$ cat config.mk
export PLATFORM = sky130hd
export DESIGN_NAME = dhti_hash
export DESIGN_NICKNAME = d
export VERILOG_FILES = /design/src/design/dhti_pkg.sv /design/src/design/dhti_hash.sv
export SDC_FILE = /design/constraint.sdc
export NUM_CORES = 1
export LEC_CHECK = 0
export BUFFER_PORTS_ARGS = -buffer_cell sky130_fd_sc_hd__buf_2
export CAP_MARGIN = 20
export CORE_MARGIN = 2
export CORE_UTILIZATION = 40
export DETAILED_ROUTE_END_ITERATION = 10
export HOLD_SLACK_MARGIN = 0.06
export PLACE_DENSITY = 0.61
export SETUP_SLACK_MARGIN = 0.2
export SYNTH_ARGS = -nofsm -noshare
export SYNTH_HDL_FRONTEND = slang
export SYNTH_SLANG_ARGS = --single-unit
$ cat constraint.sdc
create_clock -name clk_i -period 2.8 [get_ports clk_i]
set_input_delay 0.14 -clock clk_i [delete_from_list [all_inputs] [get_ports clk_i]]
set_output_delay 0.14 -clock clk_i [all_outputs]
set_load 0.01 [all_outputs]
$ cat src/design/dhti_pkg.sv
// Shared types, widths and codes for the double-hashing insert table.
package dhti_pkg;

  localparam int KEY_W          = 32;
  localparam int SLOT_W         = 7;
  localparam int SIZE_W         = 8;
  localparam int CODE_W         = 2;
  localparam int TABLE_DEPTH_DEF = 128;
  localparam int DIV_STEPS      = KEY_W;
  localparam int DIV_CNT_W      = $clog2(DIV_STEPS);

  localparam logic [SIZE_W-1:0] TSIZE_RST = SIZE_W'(127);
  localparam logic [SIZE_W-1:0] SIZE_MIN  = SIZE_W'(2);

  localparam logic [CODE_W-1:0] RES_INSERTED = 2'd0;
  localparam logic [CODE_W-1:0] RES_FULL     = 2'd1;
  localparam logic [CODE_W-1:0] RES_READ     = 2'd2;

  localparam logic REQ_INSERT = 1'b0;
  localparam logic REQ_READ   = 1'b1;

  typedef struct packed {
    logic             occ;
    logic [KEY_W-1:0] key;
  } entry_t;

  localparam entry_t ENTRY_EMPTY = '{occ: 1'b0, key: '1};

  typedef struct packed {
    logic              done;
    logic [SIZE_W-1:0] h1;
    logic [SIZE_W-1:0] h2;
  } hash_res_t;

endpackage

$ cat src/design/dhti_hash.sv
// Bit-serial unit that forms both floored hash remainders of a signed key.
module dhti_hash
  import dhti_pkg::*;
(
  input  logic              clk_i,
  input  logic              rst_ni,
  input  logic              start_i,
  input  logic [KEY_W-1:0]  key_i,
  input  logic [SIZE_W-1:0] size_i,
  output hash_res_t         res_o
);

  logic                 busy_q, busy_d;
  logic                 done_q, done_d;
  logic [DIV_CNT_W-1:0] cnt_q, cnt_d;
  logic [KEY_W-1:0]     mag_q, mag_d;
  logic                 neg_q, neg_d;
  logic [SIZE_W-1:0]    d1_q, d1_d, d2_q, d2_d;
  logic [SIZE_W-1:0]    r1_q, r1_d, r2_q, r2_d;
  logic [SIZE_W:0]      t1, t2;
  logic [SIZE_W-1:0]    f1, f2;

  always_comb begin
    t1 = {r1_q, mag_q[KEY_W-1]};
    t2 = {r2_q, mag_q[KEY_W-1]};
    if (t1 >= {1'b0, d1_q}) begin
      t1 = t1 - {1'b0, d1_q};
    end
    if (t2 >= {1'b0, d2_q}) begin
      t2 = t2 - {1'b0, d2_q};
    end
  end

  always_comb begin
    busy_d = busy_q;
    done_d = 1'b0;
    cnt_d  = cnt_q;
    mag_d  = mag_q;
    neg_d  = neg_q;
    d1_d   = d1_q;
    d2_d   = d2_q;
    r1_d   = r1_q;
    r2_d   = r2_q;
    if (start_i) begin
      busy_d = 1'b1;
      cnt_d  = '0;
      neg_d  = key_i[KEY_W-1];
      mag_d  = key_i[KEY_W-1] ? (~key_i + KEY_W'(1)) : key_i;
      d1_d   = size_i;
      d2_d   = size_i - SIZE_W'(1);
      r1_d   = '0;
      r2_d   = '0;
    end else if (busy_q) begin
      mag_d = {mag_q[KEY_W-2:0], 1'b0};
      r1_d  = t1[SIZE_W-1:0];
      r2_d  = t2[SIZE_W-1:0];
      cnt_d = cnt_q + DIV_CNT_W'(1);
      if (cnt_q == DIV_CNT_W'(DIV_STEPS - 1)) begin
        busy_d = 1'b0;
        done_d = 1'b1;
      end
    end
  end

  always_ff @(posedge clk_i or negedge rst_ni) begin
    if (!rst_ni) begin
      busy_q <= 1'b0;
      done_q <= 1'b0;
      cnt_q  <= '0;
    end else begin
      busy_q <= busy_d;
      done_q <= done_d;
      cnt_q  <= cnt_d;
    end
  end

  always_ff @(posedge clk_i) begin
    mag_q <= mag_d;
    neg_q <= neg_d;
    d1_q  <= d1_d;
    d2_q  <= d2_d;
    r1_q  <= r1_d;
    r2_q  <= r2_d;
  end

  assign f1 = (neg_q && (r1_q != '0)) ? (d1_q - r1_q) : r1_q;
  assign f2 = (neg_q && (r2_q != '0)) ? (d2_q - r2_q) : r2_q;

  assign res_o = '{done: done_q, h1: f1, h2: f2 + SIZE_W'(1)};

endmodule

After elaboration in Yosys (flattened, before gate mapping)
Cells that the tools add are included.
- bits in registers: 72
- bits of input ports: 43
- output and inout port bits: 17
- word-level logic and storage cells: 41
- add/subtract/negate cells: 8
- order comparisons: 2
- eq/ne operators: 1
- muxes and demuxes: 15
- bitwise operators: 1
- reduce and logical (&&, ||, !) cells: 5
- operators by type and width (cell ; count):
    2-to-1 mux 32 bit ; 3
    adder 32 x 1 -> 32 bit (second input constant) ; 1
    2-to-1 mux 8 bit ; 4
    inverter 32 bit ; 1
    subtractor 8 bit ; 4
    greater-or-equal comparator 9 x 8 -> 1 bit ; 2
    nonzero test 8 bit ; 2
    2-to-1 mux 5 bit ; 2
    adder 8 x 1 -> 8 bit (second input constant) ; 1
    subtractor 8 x 1 -> 8 bit (second input constant) ; 1
    2-to-1 mux 1 bit ; 6
    adder 5 x 1 -> 5 bit (second input constant) ; 1
    == test 5 bit (second input constant) ; 1
    logical AND 1 bit ; 2
    nonzero test 2 bit ; 1

Longest topological paths before layout
- depth in word-level cells: 4
- mapped depth: 10
- gate-level depth less buffers: 10

Worst setup path after synthesis
Ideal clock, no wire load.
- path kind: flip-flop to output port
- start point: register d2_q[0]
- end point: output res_o[7] (netlist name)
- arrival: 2474 ps
- data required time: 2660 ps
- slack: 186 ps
- cell stages (with the launch flop): 11
- path buffers: 0
- cell sequence: edfxtp_1 > inv_1 > ha_1 > inv_1 > fa_1 > a21o_1 > a2111oi_0 > xnor2_1 > a31oi_1 > nor4b_1 > xnor2_1
- RTL lines (what ; RTL line ; text):
    from (decl) ; dhti_hash.sv:18 ; logic [SIZE_W-1:0] d1_q, d1_d, d2_q, d2_d;
    from (signal assigned) ; dhti_hash.sv:81 ; d2_q <= d2_d;
    to (decl) ; dhti_hash.sv:10 ; output hash_res_t res_o

==> flow_metrics.env <==
export IMPL_overflow=0
export IMPL_htree_levels=3
export IMPL_cpPeakStageDelay_ns=0.40
export IMPL_numCtsBuffers=9
export IMPL_leakage_nw=2.60
export IMPL_seq_area_um2=1980
export IMPL_via_per_inst=5.36
export IMPL_drc=0
export IMPL_final_setup_viol_count=2
export IMPL_start_util_pct=40.5
export IMPL_nNetsFinal=745
export IMPL_clkSlewWorstSetupHoldPaths_ns=0.06
export IMPL_crit_path_max_fanout=2
export IMPL_n_fill_cell=1266
export IMPL_multi_input_area_um2=3210
export IMPL_power_w=0.00453
export IMPL_synth_most_common_cell="nor2_1"
export IMPL_die_w_um=119
export IMPL_synth_fp_nets=667
export IMPL_cp_arrival_ns=2.75
export IMPL_ir_drop_v=0.000242
export IMPL_synth_ff_type="edfxtp_1"
export IMPL_min_period_ns=2.89
export IMPL_die_area_um2=14200
export IMPL_worst_setup_path_end_kind="output port"
export IMPL_grt_pass1_vias=4378
export IMPL_synth_area_top_cells="edfxtp_1, ha_1, xor2_1, dfxtp_1, nor2_1"
export IMPL_final_hold_viol_count=0
export IMPL_insertion_delay_ns=0.33
export IMPL_ys_types=59
export IMPL_synth_edff_count=49
export IMPL_crit_path_cell_trace="inv_2 -> ha_4 -> inv_2 -> fa_2 -> a21o_1 -> a2111oi_4 -> xnor2_1 -> a31oi_2 -> nor4b_2 -> xnor2_1 -> buf_2"
export IMPL_cts_root_buffer="clkbuf_16"
export IMPL_ant_nets=0
export IMPL_maxCapViolCount=0
export IMPL_period_share_pct=103
export IMPL_grt_antenna_before_repair=0
export IMPL_grt_pass1_wl_mm=20.7
export IMPL_design_area_um2=6410
export IMPL_synth_area_um2=5300
export IMPL_p_per_area_nw_per_um2=706
export IMPL_rsz0062_at_grt="true"
export IMPL_max_freq_mhz=346
export IMPL_holdCritPathClass="input pin to flip-flop"
export IMPL_dpl_cell_area_um2=5850
export IMPL_yosys_top_cells_count="nor2_1, edfxtp_1, inv_1, a21oi_1, xor2_1"
export IMPL_drt_wl_total_mm=12.4
export IMPL_dr_pass1_iters=5
export IMPL_synth_top_area_cell="edfxtp_1"
export IMPL_rows=42
export IMPL_syn_inst=585
export IMPL_vias=4523
export IMPL_port_buffers=59
export IMPL_finClkSkew_ns=0.00311
export IMPL_slew_violations=0
export IMPL_path_class="flip-flop to output port"
export IMPL_dpl_hpwl_mm=9.18
export IMPL_synth_seq_area_share_pct=37.1
export IMPL_antenna_cells=0
export IMPL_relSlewSlack_pct=65.3
export IMPL_gp_congestion=0.845
export IMPL_coreArea_um2=13100
export IMPL_synth_top_area_share_pct=27.8
export IMPL_tritoncts="built"
export IMPL_ys_warnings_count=0
export IMPL_wire_per_inst_um=14.7
export IMPL_first_iter_violations=247
export IMPL_pin_count=60
export IMPL_final_core_util_pct=49.0
export IMPL_synth_area_per_cell_um2=9.05
export IMPL_die_height_um=119
export IMPL_crit_slowest_cell="edfxtp_1"
export IMPL_syn_to_final_growth_pct=21.0
export IMPL_synth_seq_cells=72
export IMPL_critPathRequiredTime_ns=2.66
export IMPL_status="finished, violations left"
export IMPL_cts_sinks=72
export IMPL_critPathLaunchType="flip-flop"
export IMPL_clockBufferDepth=2
export IMPL_tightest_slew_ns=0.516
export IMPL_drive_gt1_share_pct=21.9
export IMPL_async_reset_ff_share_pct=9.72
export IMPL_grt_max_degree=47
export IMPL_violations="negative setup slack"
export IMPL_worst_slack_ns=-0.0927
export IMPL_track_usage_pct=17.9
-- routing by layer --
layer  wire (um)  global-route usage (%)  part of all wire (%)  vias up
met1        6060                    24.5                    49     2086
met3         582                    3.21                   4.7       11
met2        5680                    29.2                    46      129
li1            -                       -                     -     2297
met4         126                    5.06                   1.0        0
met5           0                       0                     0        -
-- final cells by class --
cell class | instances | area share (%)
multi-input combinational | 444 | 50.2
sequential | 72 | 30.8
timing repair buffer | 88 | 8.34
clock buffer | 10 | 3.73
tap | 176 | 3.44
inverter | 48 | 2.81
clock inverter | 6 | 0.683
-- worst paths after layout --
kind	slack [ns]	cells past startpoint	from	end
max in group asynchronous	2.48	2	rst_ni	cnt_q[2]
min in group asynchronous	0.17	2	rst_ni	done_q
hold reg to reg	0.53	2	r1_q[4]	r1_q[4]
setup / recovery	-0.09	11	d2_q[0]	res_o[7]
setup reg to reg	0.41	9	d1_q[1]	r1_q[5]
hold / removal	0.08	1	size_i[2]	d1_q[2]
-- power breakdown --
| group | internal (W) | switching (W) |
|---|---|---|
| logic | 0.000901 | 0.00114 |
| registers | 0.00129 | 0.000100 |
| clock network | 0.000625 | 0.000469 |
-- sequential cells by signal (all words and copies together), names as in the netlist --
name    flops
r2_q        8
cnt_q       5
d2_q        8
mag_q      32
busy_q      1
neg_q       1
r1_q        8
done_q      1
d1_q        8
-- stage by stage --
| step | cells | hold slack, ns | TNS (ns) | setup slack, ns |
|---|---|---|---|---|
| after floorplan | 585 | -0.156 | 0 | 0.239 |
| after global placement | 815 | -0.0226 | 0 | 0.0840 |
| after detailed placement | 815 | -0.0168 | 0 | 0.0425 |
| after CTS | 840 | 0.0601 | -0.233 | -0.112 |
| after global routing | 844 | 0.0673 | -0.428 | -0.227 |
| final | 844 | 0.0775 | -0.179 | -0.0927 |
-- cell usage in the layout, fill, tap and decap left out, types with 6 or more instances in the layout --
| cell type | count |
|---|---|
| a211oi_1 | 8 |
| a21oi_1 | 42 |
| buf_2 | 59 |
| buf_4 | 21 |
| clkbuf_16 | 9 |
| dfrtp_1 | 7 |
| dfxtp_1 | 12 |
| dlygate4sd3_1 | 7 |
| edfxtp_1 | 49 |
| ha_1 | 31 |
| inv_1 | 46 |
| mux2_2 | 7 |
| mux2i_1 | 11 |
| nand2_1 | 29 |
| nand4_1 | 6 |
| nor2_1 | 69 |
| nor2b_1 | 8 |
| nor3_1 | 13 |
| nor4_1 | 6 |
| o21a_1 | 8 |
| o21ai_0 | 23 |
| o22ai_1 | 7 |
| o31ai_1 | 10 |
| or3_1 | 7 |
| xnor2_1 | 14 |
| xor2_1 | 38 |
-- logic make-up after synthesis --
logic type / share of synthesized area, %
flops: 37.1
buf+inv: 4.96
mux: 3.57
xor+xnor: 8.76
fa+ha+maj: 9.78
compound gates: 18.0
simple gates: 17.8
-- critical path, delay by kind of cell, from the launching register on --
kind / cells / cell delay [ns]
compound gates: 3 / 0.67
xor+xnor: 2 / 0.31
fa+ha+maj: 2 / 0.47
buf+inv: 3 / 0.26
flops: 1 / 0.40
simple gates: 1 / 0.30
-- what timing repair did --
action,4_1_cts,5_1_grt
gates cloned,0,0
buffers inserted,2,4
hold buffers,7,0
hold endpoints to repair,13,0
pin swaps,5,6
setup endpoints to repair,5,9
gates resized for setup,9,33
No activity file was read; power rests on OpenSTA's default activity.
